$ cat src/hw/rtl/sdal_pkg.sv
`timescale 1ns / 1ps
// ----------------------------------------------------------------------------
// sdal_pkg - shared definitions of the sensor daily average logger
// Widths, channel and command codes, default parameter values and the
// structures that pass between the front end, the queue and the back end.
// ----------------------------------------------------------------------------
package sdal_pkg;

  // Field and state widths.
  localparam int SAMPLE_W   = 12;
  localparam int RAW_W      = 13;
  localparam int TS_W       = 32;
  localparam int OP_W       = 2;
  localparam int SLOT_W     = 16;
  localparam int SUN_DAY_W  = 24;
  localparam int CH_DAY_W   = 20;
  localparam int CNT_W      = 6;
  localparam int FILL_W     = 3;
  localparam int AVG_W      = 16;
  localparam int CH_AVG_W   = 12;
  localparam int LAMP_W     = 2;
  localparam int ALARM_W    = 2;
  localparam int CFG_IDX_W  = 3;
  localparam int CFG_DATA_W = 16;

  // Default configuration of the block.
  localparam int DEF_SUN_SLOTS          = 48;
  localparam int DEF_MOIST_SAMPLES      = 32;
  localparam int DEF_TEMP_SAMPLES       = 32;
  localparam int DEF_HISTORY_DAYS       = 7;
  localparam int DEF_SUN_INTERVAL_TICKS = 60;

  // Sun samples are scaled down by a fixed divisor before accumulation.
  // The quotient is taken as a multiply by a rounded-up reciprocal.
  localparam int SLOT_DIVISOR   = 30;
  localparam int SLOT_DIV_SHIFT = 17;
  localparam int SLOT_RECIP_W   = 13;
  localparam logic [SLOT_RECIP_W-1:0] SLOT_RECIP =
    SLOT_RECIP_W'(((1 << SLOT_DIV_SHIFT) + SLOT_DIVISOR - 1) / SLOT_DIVISOR);
  localparam int DIV30_W        = 8;

  // Daily averages use a reciprocal with this many fraction bits.
  localparam int AVG_SHIFT = 30;
  localparam int RECIP_W   = 31;

  // Channel codes.
  localparam logic [OP_W-1:0] OP_SUN   = 2'd0;
  localparam logic [OP_W-1:0] OP_MOIST = 2'd1;
  localparam logic [OP_W-1:0] OP_TEMP  = 2'd2;

  // Lamp commands.
  localparam logic [LAMP_W-1:0] LAMP_KEEP = 2'd0;
  localparam logic [LAMP_W-1:0] LAMP_ON   = 2'd1;
  localparam logic [LAMP_W-1:0] LAMP_OFF  = 2'd2;

  // Temperature alarm codes.
  localparam logic [ALARM_W-1:0] ALARM_NONE   = 2'd0;
  localparam logic [ALARM_W-1:0] ALARM_WARM   = 2'd1;
  localparam logic [ALARM_W-1:0] ALARM_FREEZE = 2'd2;

  // Configuration register indexes.
  localparam logic [CFG_IDX_W-1:0] CFG_SUN_LOW   = 3'd0;
  localparam logic [CFG_IDX_W-1:0] CFG_SUN_HIGH  = 3'd1;
  localparam logic [CFG_IDX_W-1:0] CFG_MOIST_LOW = 3'd2;
  localparam logic [CFG_IDX_W-1:0] CFG_TEMP_LOW  = 3'd3;
  localparam logic [CFG_IDX_W-1:0] CFG_TEMP_HIGH = 3'd4;

  // Classified request from the front end.
  typedef struct packed {
    logic [OP_W-1:0]     op;
    logic [SAMPLE_W-1:0] s;
    logic [DIV30_W-1:0]  s_div;
    logic [TS_W-1:0]     timestamp;
  } item_t;

  // Threshold registers.
  typedef struct packed {
    logic [SLOT_W-1:0]   sun_low;
    logic [SLOT_W-1:0]   sun_high;
    logic [SAMPLE_W-1:0] moist_low;
    logic [SAMPLE_W-1:0] temp_low;
    logic [SAMPLE_W-1:0] temp_high;
  } cfg_t;

  // Partial result waiting for its daily average.
  typedef struct packed {
    logic [LAMP_W-1:0]    lamp;
    logic                 pump;
    logic [ALARM_W-1:0]   alarm;
    logic                 closed;
    logic [FILL_W-1:0]    fill;
    logic [OP_W-1:0]      chan;
    logic [SUN_DAY_W-1:0] sum;
  } part_t;

endpackage

$ cat src/hw/rtl/sdal_fifo.sv
`timescale 1ns / 1ps
// ----------------------------------------------------------------------------
// sdal_fifo - two-entry request queue
// Decouples the front end from the back end so that each side can stall
// without holding up the other.
// ----------------------------------------------------------------------------
module sdal_fifo #(
  parameter int WIDTH = 8
) (
  input  logic             clk,
  input  logic             rst,
  input  logic             wr_valid,
  output logic             wr_ready,
  input  logic [WIDTH-1:0] wr_data,
  output logic             rd_valid,
  input  logic             rd_ready,
  output logic [WIDTH-1:0] rd_data
);

  logic [WIDTH-1:0] mem [2];
  logic             wr_ptr;
  logic             rd_ptr;
  logic [1:0]       count;
  logic             push;
  logic             pop;

  // Full and empty flags come straight from the fill count.
  assign wr_ready = (count != 2'd2);
  assign rd_valid = (count != 2'd0);
  assign rd_data  = mem[rd_ptr];
  assign push     = wr_valid && wr_ready;
  assign pop      = rd_valid && rd_ready;

  // Pointer and count update.
  always_ff @(posedge clk) begin
    if (rst) begin
      wr_ptr <= 1'b0;
      rd_ptr <= 1'b0;
      count  <= 2'd0;
    end else begin
      if (push) wr_ptr <= ~wr_ptr;
      if (pop)  rd_ptr <= ~rd_ptr;
      if (push && !pop) count <= count + 2'd1;
      else if (pop && !push) count <= count - 2'd1;
    end
  end

  // Entry storage.
  always_ff @(posedge clk) begin
    if (push) mem[wr_ptr] <= wr_data;
  end

endmodule

$ cat src/hw/rtl/sdal_front.sv
`timescale 1ns / 1ps
// ----------------------------------------------------------------------------
// sdal_front - sample intake and classification
// Registers each request, clamps the reading to 0..4095 and prepares the
// scaled sun contribution for the back end.
// ----------------------------------------------------------------------------
module sdal_front (
  input  logic                           clk,
  input  logic                           rst,
  input  logic                           in_valid,
  output logic                           in_ready,
  input  logic [sdal_pkg::OP_W-1:0]      op,
  input  logic signed [sdal_pkg::RAW_W-1:0] sample,
  input  logic [sdal_pkg::TS_W-1:0]      timestamp,
  output logic                           item_valid,
  input  logic                           item_ready,
  output sdal_pkg::item_t                item
);

  import sdal_pkg::*;

  localparam int PROD_W = SAMPLE_W + SLOT_RECIP_W;

  logic [SAMPLE_W-1:0] clamped;
  logic [PROD_W-1:0]   scaled;

  // Negative readings clamp to zero; the 13-bit range tops out at 4095.
  assign clamped = sample[RAW_W-1] ? '0 : sample[SAMPLE_W-1:0];

  // Divide by the slot divisor through the reciprocal multiply.
  assign scaled = PROD_W'(clamped) * PROD_W'(SLOT_RECIP);

  // The stage accepts whenever it is empty or its request moves on.
  assign in_ready = !item_valid || item_ready;

  always_ff @(posedge clk) begin
    if (rst) begin
      item_valid <= 1'b0;
    end else if (in_ready) begin
      item_valid <= in_valid;
    end
  end

  always_ff @(posedge clk) begin
    if (in_valid && in_ready) begin
      item.op        <= op;
      item.s         <= clamped;
      item.s_div     <= scaled[SLOT_DIV_SHIFT +: DIV30_W];
      item.timestamp <= timestamp;
    end
  end

endmodule

$ cat src/hw/rtl/sdal_back.sv
`timescale 1ns / 1ps
// ----------------------------------------------------------------------------
// sdal_back - accumulation, day closing and threshold tests
// First stage updates the running sums and counts and makes the threshold
// decisions; second stage divides a closed day's sum into its average,
// shifts it into the channel history and holds the result for output.
// ----------------------------------------------------------------------------
module sdal_back #(
  parameter int SUN_SLOTS          = sdal_pkg::DEF_SUN_SLOTS,
  parameter int MOIST_SAMPLES      = sdal_pkg::DEF_MOIST_SAMPLES,
  parameter int TEMP_SAMPLES       = sdal_pkg::DEF_TEMP_SAMPLES,
  parameter int HISTORY_DAYS       = sdal_pkg::DEF_HISTORY_DAYS,
  parameter int SUN_INTERVAL_TICKS = sdal_pkg::DEF_SUN_INTERVAL_TICKS
) (
  input  logic                          clk,
  input  logic                          rst,
  input  logic                          item_valid,
  output logic                          item_ready,
  input  sdal_pkg::item_t               item,
  input  sdal_pkg::cfg_t                cfg,
  output logic                          out_valid,
  input  logic                          out_ready,
  output logic [sdal_pkg::LAMP_W-1:0]   lamp_cmd,
  output logic                          pump_start,
  output logic [sdal_pkg::ALARM_W-1:0]  temp_alarm,
  output logic                          day_closed,
  output logic [sdal_pkg::AVG_W-1:0]    day_average,
  output logic [sdal_pkg::FILL_W-1:0]   history_fill
);

  import sdal_pkg::*;

  localparam logic [TS_W-1:0] CLOSE_TICKS = TS_W'(SUN_INTERVAL_TICKS * SLOT_DIVISOR);
  localparam logic [RECIP_W-1:0] SUN_RECIP =
    RECIP_W'(((64'd1 << AVG_SHIFT) + SUN_SLOTS - 1) / SUN_SLOTS);
  localparam logic [RECIP_W-1:0] MOIST_RECIP =
    RECIP_W'(((64'd1 << AVG_SHIFT) + MOIST_SAMPLES - 1) / MOIST_SAMPLES);
  localparam logic [RECIP_W-1:0] TEMP_RECIP =
    RECIP_W'(((64'd1 << AVG_SHIFT) + TEMP_SAMPLES - 1) / TEMP_SAMPLES);
  localparam logic [FILL_W-1:0] FILL_MAX = FILL_W'(HISTORY_DAYS);
  localparam int MUL_W = SUN_DAY_W + RECIP_W;

  // Channel state.
  logic [SLOT_W-1:0]    sun_slot_acc,        sun_slot_acc_next;
  logic [SUN_DAY_W-1:0] sun_day_acc,         sun_day_acc_next;
  logic [CNT_W-1:0]     sun_slots_done,      sun_slots_done_next;
  logic [TS_W-1:0]      sun_last_close_time, sun_last_close_time_next;
  logic [CH_DAY_W-1:0]  moist_day_acc,       moist_day_acc_next;
  logic [CNT_W-1:0]     moist_samples_done,  moist_samples_done_next;
  logic [CH_DAY_W-1:0]  temp_day_acc,        temp_day_acc_next;
  logic [CNT_W-1:0]     temp_samples_done,   temp_samples_done_next;
  logic [SAMPLE_W-1:0]  latest_moist,        latest_moist_next;
  logic [SAMPLE_W-1:0]  latest_temp,         latest_temp_next;
  logic [FILL_W-1:0]    sun_fill,            sun_fill_next;
  logic [FILL_W-1:0]    moist_fill,          moist_fill_next;
  logic [FILL_W-1:0]    temp_fill,           temp_fill_next;

  logic [SLOT_W-1:0]    sun_history   [HISTORY_DAYS];
  logic [SAMPLE_W-1:0]  moist_history [HISTORY_DAYS];
  logic [SAMPLE_W-1:0]  temp_history  [HISTORY_DAYS];

  // Pipeline control.
  logic    p1_valid;
  part_t   p1;
  part_t   part_next;
  logic    p1_adv;
  logic    pop;
  logic    load_out;

  // First stage temporaries.
  logic [SLOT_W:0]      slot_sum;
  logic [SLOT_W-1:0]    slot_sat;
  logic [SLOT_W-1:0]    sun_val;
  logic [TS_W-1:0]      elapsed;
  logic [SUN_DAY_W-1:0] sun_day_sum;
  logic [CNT_W-1:0]     sun_done_inc;
  logic [CH_DAY_W-1:0]  moist_day_sum;
  logic [CNT_W-1:0]     moist_done_inc;
  logic [CH_DAY_W-1:0]  temp_day_sum;
  logic [CNT_W-1:0]     temp_done_inc;

  // Second stage temporaries.
  logic [RECIP_W-1:0]   recip;
  logic [MUL_W-1:0]     quot_prod;
  logic [AVG_W-1:0]     avg;

  // Handshakes between the queue, the two stages and the output register.
  assign p1_adv     = !out_valid || out_ready;
  assign item_ready = !p1_valid || p1_adv;
  assign pop        = item_valid && item_ready;
  assign load_out   = p1_valid && p1_adv;

  // Running sums, slot closing and day closing for the request at the head.
  always_comb begin
    slot_sum       = (SLOT_W + 1)'(sun_slot_acc) + (SLOT_W + 1)'(item.s_div);
    slot_sat       = slot_sum[SLOT_W] ? '1 : slot_sum[SLOT_W-1:0];
    elapsed        = item.timestamp - sun_last_close_time;
    sun_day_sum    = sun_day_acc + SUN_DAY_W'(slot_sat);
    sun_done_inc   = sun_slots_done + CNT_W'(1);
    moist_day_sum  = moist_day_acc + CH_DAY_W'(item.s);
    moist_done_inc = moist_samples_done + CNT_W'(1);
    temp_day_sum   = temp_day_acc + CH_DAY_W'(item.s);
    temp_done_inc  = temp_samples_done + CNT_W'(1);

    sun_slot_acc_next        = sun_slot_acc;
    sun_day_acc_next         = sun_day_acc;
    sun_slots_done_next      = sun_slots_done;
    sun_last_close_time_next = sun_last_close_time;
    moist_day_acc_next       = moist_day_acc;
    moist_samples_done_next  = moist_samples_done;
    temp_day_acc_next        = temp_day_acc;
    temp_samples_done_next   = temp_samples_done;
    latest_moist_next        = latest_moist;
    latest_temp_next         = latest_temp;
    sun_fill_next            = sun_fill;
    moist_fill_next          = moist_fill;
    temp_fill_next           = temp_fill;
    sun_val                  = sun_slot_acc;

    part_next        = '0;
    part_next.chan   = item.op;

    case (item.op)
      OP_SUN: begin
        sun_slot_acc_next = slot_sat;
        sun_val           = slot_sat;
        if (elapsed >= CLOSE_TICKS) begin
          sun_last_close_time_next = item.timestamp;
          sun_slot_acc_next        = '0;
          if (sun_done_inc >= CNT_W'(SUN_SLOTS)) begin
            part_next.closed    = 1'b1;
            part_next.sum       = sun_day_sum;
            sun_day_acc_next    = '0;
            sun_slots_done_next = '0;
            if (sun_fill < FILL_MAX) sun_fill_next = sun_fill + FILL_W'(1);
          end else begin
            sun_day_acc_next    = sun_day_sum;
            sun_slots_done_next = sun_done_inc;
          end
        end
        part_next.fill = sun_fill_next;
      end
      OP_MOIST: begin
        latest_moist_next = item.s;
        if (moist_done_inc >= CNT_W'(MOIST_SAMPLES)) begin
          part_next.closed        = 1'b1;
          part_next.sum           = SUN_DAY_W'(moist_day_sum);
          moist_day_acc_next      = '0;
          moist_samples_done_next = '0;
          if (moist_fill < FILL_MAX) moist_fill_next = moist_fill + FILL_W'(1);
        end else begin
          moist_day_acc_next      = moist_day_sum;
          moist_samples_done_next = moist_done_inc;
        end
        part_next.fill = moist_fill_next;
      end
      OP_TEMP: begin
        latest_temp_next = item.s;
        if (temp_done_inc >= CNT_W'(TEMP_SAMPLES)) begin
          part_next.closed       = 1'b1;
          part_next.sum          = SUN_DAY_W'(temp_day_sum);
          temp_day_acc_next      = '0;
          temp_samples_done_next = '0;
          if (temp_fill < FILL_MAX) temp_fill_next = temp_fill + FILL_W'(1);
        end else begin
          temp_day_acc_next      = temp_day_sum;
          temp_samples_done_next = temp_done_inc;
        end
        part_next.fill = temp_fill_next;
      end
      default: begin
        // Unused channel code: state is left alone, fill reads as zero.
      end
    endcase

    // Threshold tests; switching off wins over switching on, warm over freezing.
    if (sun_val > cfg.sun_high) part_next.lamp = LAMP_OFF;
    else if (sun_val < cfg.sun_low) part_next.lamp = LAMP_ON;
    else part_next.lamp = LAMP_KEEP;

    part_next.pump = (latest_moist_next < cfg.moist_low);

    if (latest_temp_next > cfg.temp_high) part_next.alarm = ALARM_WARM;
    else if (latest_temp_next < cfg.temp_low) part_next.alarm = ALARM_FREEZE;
    else part_next.alarm = ALARM_NONE;
  end

  // Channel state registers, updated as each request leaves the queue.
  always_ff @(posedge clk) begin
    if (rst) begin
      sun_slot_acc        <= '0;
      sun_day_acc         <= '0;
      sun_slots_done      <= '0;
      sun_last_close_time <= '0;
      moist_day_acc       <= '0;
      moist_samples_done  <= '0;
      temp_day_acc        <= '0;
      temp_samples_done   <= '0;
      latest_moist        <= '0;
      latest_temp         <= '0;
      sun_fill            <= '0;
      moist_fill          <= '0;
      temp_fill           <= '0;
    end else if (pop) begin
      sun_slot_acc        <= sun_slot_acc_next;
      sun_day_acc         <= sun_day_acc_next;
      sun_slots_done      <= sun_slots_done_next;
      sun_last_close_time <= sun_last_close_time_next;
      moist_day_acc       <= moist_day_acc_next;
      moist_samples_done  <= moist_samples_done_next;
      temp_day_acc        <= temp_day_acc_next;
      temp_samples_done   <= temp_samples_done_next;
      latest_moist        <= latest_moist_next;
      latest_temp         <= latest_temp_next;
      sun_fill            <= sun_fill_next;
      moist_fill          <= moist_fill_next;
      temp_fill           <= temp_fill_next;
    end
  end

  // Stage register between the update and the divide.
  always_ff @(posedge clk) begin
    if (rst) begin
      p1_valid <= 1'b0;
    end else if (pop) begin
      p1_valid <= 1'b1;
    end else if (p1_adv) begin
      p1_valid <= 1'b0;
    end
  end

  always_ff @(posedge clk) begin
    if (pop) p1 <= part_next;
  end

  // Day average as a multiply by the reciprocal of the channel's day length.
  always_comb begin
    case (p1.chan)
      OP_SUN:   recip = SUN_RECIP;
      OP_MOIST: recip = MOIST_RECIP;
      default:  recip = TEMP_RECIP;
    endcase
    quot_prod = MUL_W'(p1.sum) * MUL_W'(recip);
    if (!p1.closed) avg = '0;
    else if (p1.chan == OP_SUN) avg = quot_prod[AVG_SHIFT +: AVG_W];
    else avg = AVG_W'(quot_prod[AVG_SHIFT +: CH_AVG_W]);
  end

  // Output register.
  always_ff @(posedge clk) begin
    if (rst) begin
      out_valid <= 1'b0;
    end else if (p1_adv) begin
      out_valid <= p1_valid;
    end
  end

  always_ff @(posedge clk) begin
    if (load_out) begin
      lamp_cmd     <= p1.lamp;
      pump_start   <= p1.pump;
      temp_alarm   <= p1.alarm;
      day_closed   <= p1.closed;
      day_average  <= avg;
      history_fill <= p1.fill;
    end
  end

  // History shift: the newest average enters at the front, the oldest drops.
  always_ff @(posedge clk) begin
    if (rst) begin
      for (int i = 0; i < HISTORY_DAYS; i++) begin
        sun_history[i]   <= '0;
        moist_history[i] <= '0;
        temp_history[i]  <= '0;
      end
    end else if (load_out && p1.closed) begin
      case (p1.chan)
        OP_SUN: begin
          sun_history[0] <= avg;
          for (int i = 1; i < HISTORY_DAYS; i++) sun_history[i] <= sun_history[i-1];
        end
        OP_MOIST: begin
          moist_history[0] <= avg[CH_AVG_W-1:0];
          for (int i = 1; i < HISTORY_DAYS; i++) moist_history[i] <= moist_history[i-1];
        end
        default: begin
          temp_history[0] <= avg[CH_AVG_W-1:0];
          for (int i = 1; i < HISTORY_DAYS; i++) temp_history[i] <= temp_history[i-1];
        end
      endcase
    end
  end

  // A closed day always leaves at least one stored average.
  a_closed_fill: assert property (@(posedge clk) disable iff (rst)
    out_valid && day_closed |-> history_fill != '0)
    else $error("day closed with empty history");

  // The average is zero unless a day was closed.
  a_avg_idle: assert property (@(posedge clk) disable iff (rst)
    out_valid && !day_closed |-> day_average == '0)
    else $error("day average set without a closed day");

  // Counters restart before they reach the day length.
  a_sun_count: assert property (@(posedge clk) disable iff (rst)
    sun_slots_done < CNT_W'(SUN_SLOTS) && moist_samples_done < CNT_W'(MOIST_SAMPLES)
    && temp_samples_done < CNT_W'(TEMP_SAMPLES))
    else $error("day counter past its limit");

  // A partial result held behind a stalled output is not lost.
  a_p1_hold: assert property (@(posedge clk) disable iff (rst)
    p1_valid && !p1_adv |=> p1_valid)
    else $error("stage result dropped under stall");

  // Fill counts never pass the history depth.
  a_fill_max: assert property (@(posedge clk) disable iff (rst)
    sun_fill <= FILL_MAX && moist_fill <= FILL_MAX && temp_fill <= FILL_MAX)
    else $error("history count past depth");

endmodule

$ cat src/hw/rtl/sensor_daily_average_logger_top.sv
`timescale 1ns / 1ps
// Path: intake register, queue, update stage, then the divide into the output register.
// Throughput: one sample per cycle while the output is not stalled; the update
// stage closes slots and days in one pass.
// Reset: synchronous, active high; clears all sums, counts, histories and
// restores the threshold registers: lows to zero, highs to all ones.
// ----------------------------------------------------------------------------
// sensor_daily_average_logger_top - daily sensor average logger
// Accepts timestamped sun, moisture and temperature samples, keeps daily
// averages per channel and reports lamp, pump and temperature alarm commands.
// ----------------------------------------------------------------------------
module sensor_daily_average_logger_top #(
  parameter int SUN_SLOTS          = sdal_pkg::DEF_SUN_SLOTS,
  parameter int MOIST_SAMPLES      = sdal_pkg::DEF_MOIST_SAMPLES,
  parameter int TEMP_SAMPLES       = sdal_pkg::DEF_TEMP_SAMPLES,
  parameter int HISTORY_DAYS       = sdal_pkg::DEF_HISTORY_DAYS,
  parameter int SUN_INTERVAL_TICKS = sdal_pkg::DEF_SUN_INTERVAL_TICKS
) (
  input  logic                               clk,
  input  logic                               rst,
  input  logic                               in_valid,
  output logic                               in_ready,
  input  logic [sdal_pkg::OP_W-1:0]          op,
  input  logic signed [sdal_pkg::RAW_W-1:0]  sample,
  input  logic [sdal_pkg::TS_W-1:0]          timestamp,
  output logic                               out_valid,
  input  logic                               out_ready,
  output logic [sdal_pkg::LAMP_W-1:0]        lamp_cmd,
  output logic                               pump_start,
  output logic [sdal_pkg::ALARM_W-1:0]       temp_alarm,
  output logic                               day_closed,
  output logic [sdal_pkg::AVG_W-1:0]         day_average,
  output logic [sdal_pkg::FILL_W-1:0]        history_fill,
  input  logic                               cfg_valid,
  output logic                               cfg_ready,
  input  logic [sdal_pkg::CFG_IDX_W-1:0]     cfg_index,
  input  logic [sdal_pkg::CFG_DATA_W-1:0]    cfg_data
);

  import sdal_pkg::*;

  logic  front_valid;
  logic  front_ready;
  item_t front_item;
  logic  q_valid;
  logic  q_ready;
  item_t q_item;
  cfg_t  cfg;

  // Threshold registers; writes to unknown indexes are dropped.
  assign cfg_ready = 1'b1;

  always_ff @(posedge clk) begin
    if (rst) begin
      cfg.sun_low   <= '0;
      cfg.sun_high  <= '1;
      cfg.moist_low <= '0;
      cfg.temp_low  <= '0;
      cfg.temp_high <= '1;
    end else if (cfg_valid && cfg_ready) begin
      unique case (cfg_index)
        CFG_SUN_LOW:   cfg.sun_low   <= cfg_data;
        CFG_SUN_HIGH:  cfg.sun_high  <= cfg_data;
        CFG_MOIST_LOW: cfg.moist_low <= cfg_data[SAMPLE_W-1:0];
        CFG_TEMP_LOW:  cfg.temp_low  <= cfg_data[SAMPLE_W-1:0];
        CFG_TEMP_HIGH: cfg.temp_high <= cfg_data[SAMPLE_W-1:0];
        default: begin
        end
      endcase
    end
  end

  // Intake and classification.
  sdal_front u_front (
    .clk        (clk),
    .rst        (rst),
    .in_valid   (in_valid),
    .in_ready   (in_ready),
    .op         (op),
    .sample     (sample),
    .timestamp  (timestamp),
    .item_valid (front_valid),
    .item_ready (front_ready),
    .item       (front_item)
  );

  // Request queue between the two halves.
  sdal_fifo #(
    .WIDTH ($bits(item_t))
  ) u_fifo (
    .clk      (clk),
    .rst      (rst),
    .wr_valid (front_valid),
    .wr_ready (front_ready),
    .wr_data  (front_item),
    .rd_valid (q_valid),
    .rd_ready (q_ready),
    .rd_data  (q_item)
  );

  // Accumulation, averaging and threshold tests.
  sdal_back #(
    .SUN_SLOTS          (SUN_SLOTS),
    .MOIST_SAMPLES      (MOIST_SAMPLES),
    .TEMP_SAMPLES       (TEMP_SAMPLES),
    .HISTORY_DAYS       (HISTORY_DAYS),
    .SUN_INTERVAL_TICKS (SUN_INTERVAL_TICKS)
  ) u_back (
    .clk          (clk),
    .rst          (rst),
    .item_valid   (q_valid),
    .item_ready   (q_ready),
    .item         (q_item),
    .cfg          (cfg),
    .out_valid    (out_valid),
    .out_ready    (out_ready),
    .lamp_cmd     (lamp_cmd),
    .pump_start   (pump_start),
    .temp_alarm   (temp_alarm),
    .day_closed   (day_closed),
    .day_average  (day_average),
    .history_fill (history_fill)
  );

endmodule
$ cat config.mk
export PLATFORM = sky130hd
export DESIGN_NAME = sensor_daily_average_logger_top
export DESIGN_NICKNAME = d
export VERILOG_FILES = /design/src/hw/rtl/sdal_pkg.sv /design/src/hw/rtl/sdal_fifo.sv /design/src/hw/rtl/sdal_front.sv /design/src/hw/rtl/sdal_back.sv /design/src/hw/rtl/sensor_daily_average_logger_top.sv
export SDC_FILE = /design/constraint.sdc
export NUM_CORES = 2
export LEC_CHECK = 0
export BUFFER_PORTS_ARGS = -buffer_cell sky130_fd_sc_hd__buf_2
export CORE_MARGIN = 1.5
export CORE_UTILIZATION = 58
export DETAILED_ROUTE_END_ITERATION = 7
export HOLD_SLACK_MARGIN = 0.12
export PLACE_DENSITY = 0.75
export SLEW_MARGIN = 15
export SYNTH_ARGS = -nofsm -noshare
export SYNTH_HDL_FRONTEND = slang
export SYNTH_HIERARCHICAL = 1
export SYNTH_SLANG_ARGS = --single-unit
$ cat constraint.sdc
create_clock -name clk -period 8.08 [get_ports clk]
set_input_delay 1.212 -clock clk [delete_from_list [all_inputs] [get_ports clk]]
set_output_delay 1.212 -clock clk [all_outputs]
set_load 0.01 [all_outputs]
==> results.sh <==
export IMPL_synthCells=3447
export IMPL_synth_compound_area_share_pct=11.0
export IMPL_gr_usage_all_layers_pct=25.8
export IMPL_drt_first_iter_violations=1588
export IMPL_n_fill_cell=4650
export IMPL_r2r_start="u_back/p1[25]"
export IMPL_slowest_stage="fa_2"
export IMPL_clock_sinks=461
export IMPL_yosys_warnings=6
export IMPL_end_kind="register"
export IMPL_synth_cell_types=100
export IMPL_post_dp_cell_area_sq_um=34900
export IMPL_syn_avg_cell_area_sq_um=9.78
export IMPL_drive_gt1_share_pct=9.65
export IMPL_hold_path_class="register to register"
export IMPL_netlist_area_sq_um=33700
export IMPL_port_buffers=97
export IMPL_multiInputGateArea_sq_um=20100
export IMPL_cp_common_cell="inv_1"
export IMPL_cts_hold_buffers=0
export IMPL_vias=24407
export IMPL_hold_slack_ps=416
export IMPL_cts_tree="built"
export IMPL_synthToLayoutAreaGrowth_pct=8.73
export IMPL_numCtsBuffers=50
export IMPL_slew_violations=0
export IMPL_r2r_cells=28
export IMPL_synthXorXnorAreaFrac_pct=3.41
export IMPL_crit_start="u_back/p1[25]"
export IMPL_hpwl_mm=57.9
export IMPL_root_buffer="clkbuf_16"
export IMPL_p_leak_uw=0.0165
export IMPL_firstDrtPassIters=5
export IMPL_cts_reportedPaths_clkPinSlew_ps=70
export IMPL_wl_per_cell_microns=17.8
export IMPL_hp_start="u_back/p1[27]"
export IMPL_io_pins=99
export IMPL_crit_path_start_kind="register"
export IMPL_criticalPathCategory="register to register"
export IMPL_clk_path_buf_depth=3
export IMPL_core_area_sq_um=57600
export IMPL_fin_area_sq_um=36700
export IMPL_die_area_sq_um=59600
export IMPL_antenna_cells=0
export IMPL_drc=0
export IMPL_cp_data_required_time_ps=8430
export IMPL_worstMarginPinSlew_ps=1020
export IMPL_fp_dieH_microns=244
export IMPL_synth_seq_cells=461
export IMPL_min_period_ps=7680
export IMPL_crit_fanout=12
export IMPL_muxShareOfSynthArea_pct=5.29
export IMPL_finalSetupViolCount=0
export IMPL_status="finished, final reports clean"
export IMPL_drv_cap=0
export IMPL_gr_total_overflow=0
export IMPL_synth_top_flop_cell="dfxtp_1"
export IMPL_slowest_delay_ps=650
export IMPL_ir_drop_mv=1.09
export IMPL_grt_pass1_vias=24021
export IMPL_yosysSeqAreaShare_pct=34.0
export IMPL_synth_top_family_by_area="adder cells"
export IMPL_yosys_area_share_simple_pct=13.7
export IMPL_fin_skew_ps=29.3
export IMPL_drt_wl_total_mm=76.8
export IMPL_final_common_cell="inv_1"
export IMPL_seq_area_sq_um=11500
export IMPL_fin_crit_sh_pct=95.1
export IMPL_synthAdderAreaFrac_pct=25.9
export IMPL_nets=4169
export IMPL_synth_edff_count=222
export IMPL_grt_start_max_net_pins=106
export IMPL_powerDensity_nw_per_um2=443
export IMPL_floorplan_rows=88
export IMPL_die_x_microns=244
export IMPL_fin_util_pct=63.7
export IMPL_synthArstFlopShare_pct=0
export IMPL_grt_pass1_wl_mm=123
export IMPL_min_path_cells=0
export IMPL_viasPerCell=5.65
export IMPL_clock_fmax_ghz=0.130
export IMPL_max_slew_margin_pct=31.6
export IMPL_critPathArrivalTime_ps=8030
export IMPL_antenna_found_initial=1
export IMPL_htreeDepth=2
export IMPL_place_congestion=0.985
export IMPL_start_util_pct=58.6
export IMPL_layout_common_cells="inv_1, ha_1, nand2_1"
export IMPL_hold_violations=0
export IMPL_clk_latency_ps=600
export IMPL_final_antenna_net_count=0
## metrics by stage
stage,cells,power (uW),TNS (ps),setup WS (ps)
floorplan,3453,11300,0,592
global placement,4226,13500,0,80.4
detailed placement,4226,13700,-31.7,-28.0
CTS,4318,16200,0,39.1
global route,4321,18100,-17.5,-17.5
finish,4321,16300,0,397
## metal layers
| layer | vias to the layer above | track usage [%] | part of all wire (%) |
|---|---|---|---|
| li1 | 11930 | - | - |
| met1 | 11735 | 33.9 | 44 |
| met2 | 597 | 43.8 | 47 |
| met3 | 145 | 3.17 | 4.9 |
| met4 | 0 | 9.28 | 3.6 |
| met5 | - | 0 | 0 |
## Yosys cell counts, types with 32 or more instances
library cell | number | area share, %
a31oi_1 | 32 | 0.59
dfxtp_1 | 239 | 14
nor2b_1 | 38 | 0.71
a21oi_1 | 214 | 3.2
xor2_1 | 57 | 1.5
ha_1 | 390 | 14
o21ai_0 | 93 | 1.4
edfxtp_1 | 222 | 20
clkbuf_1 | 79 | 0.88
nand2_1 | 297 | 3.3
and2_1 | 52 | 0.96
nand2b_1 | 77 | 1.4
nor3_1 | 35 | 0.52
fa_1 | 192 | 11
xnor2_1 | 71 | 1.8
a21o_1 | 55 | 1.2
mux2i_1 | 105 | 3.1
inv_1 | 450 | 5.0
mux2_2 | 65 | 2.2
nand3_1 | 70 | 1.0
nor2_1 | 236 | 2.6
nand4_1 | 34 | 0.63
a22oi_1 | 39 | 0.87
## path summary, 6_finish.rpt
kind | to | slack (ps)
worst min register to register | u_back/history_fill[1] | 420
worst max register to register | u_back/day_average[15] | 400
worst max-delay path | u_back/day_average[15] | 400
worst min-delay path | u_back/history_fill[1] | 420
## final cells by class
class | count | share of cell area (%)
Inverter | 452 | 4.63
Tap cell | 765 | 2.61
Multi-Input combinational cell | 2419 | 54.7
Sequential cell | 461 | 31.2
Clock buffer | 65 | 3.78
Clock inverter | 27 | 0.928
Timing Repair Buffer | 132 | 2.11
## power breakdown
group / switching, uW / total, uW / internal, uW
Combinational: 6370 / 10800 / 4440
Sequential: 167 / 3050 / 2880
Clock: 985 / 2400 / 1420
Total: 7520 / 16300 / 8740
## what timing repair did
item / CTS / global route
endpoints found under the hold margin: 0 / 0
setup endpoints to repair: 3 / 10
pin swaps: 0 / 2
gates resized for setup: 1 / 8
buffers inserted: 0 / 2
## cells by family (layout without fill, tap and decap cells)
family / Yosys count / count (layout)
AND/OR/NAND/NOR: 950 / 950
adder cells (fa/ha/maj): 582 / 582
AO/OA/AOI/OAI: 579 / 579
buffers and inverters: 573 / 676
flip-flops: 461 / 461
multiplexers: 170 / 170
XOR/XNOR: 129 / 129
other: 3 / 9
## state kept, by name, indices dropped and copies added (netlist names), 3 cells and up, named ones only
register                    flops
u_back/p1                      35
u_back/temp_samples_done        6
u_front/item                   54
u_back/temp_day_acc            20
u_back/temp_fill                3
u_back/sun_fill                 3
u_fifo/mem                    108
u_back/sun_slots_done           6
u_back/latest_moist            12
u_back/sun_day_acc             24
u_back/moist_day_acc           20
u_back/sun_last_close_time     32
u_back/day_average             16
u_back/moist_samples_done       6
u_back/sun_slot_acc            16
cfg                            68
u_back/latest_temp             12
u_back/moist_fill               3
u_back/history_fill             3
## critical path: cells and delay by family (launching register included)
kind / cells / cell delay (ps)
AOI/OAI and AO/OA: 6 / 1530
buffers and inverters: 7 / 630
DFF: 1 / 440
and+or+nand+nor: 6 / 940
adders and majority gates: 8 / 3750
xor gates and xnor gates: 1 / 160
Power figures use the tool's default switching activity.
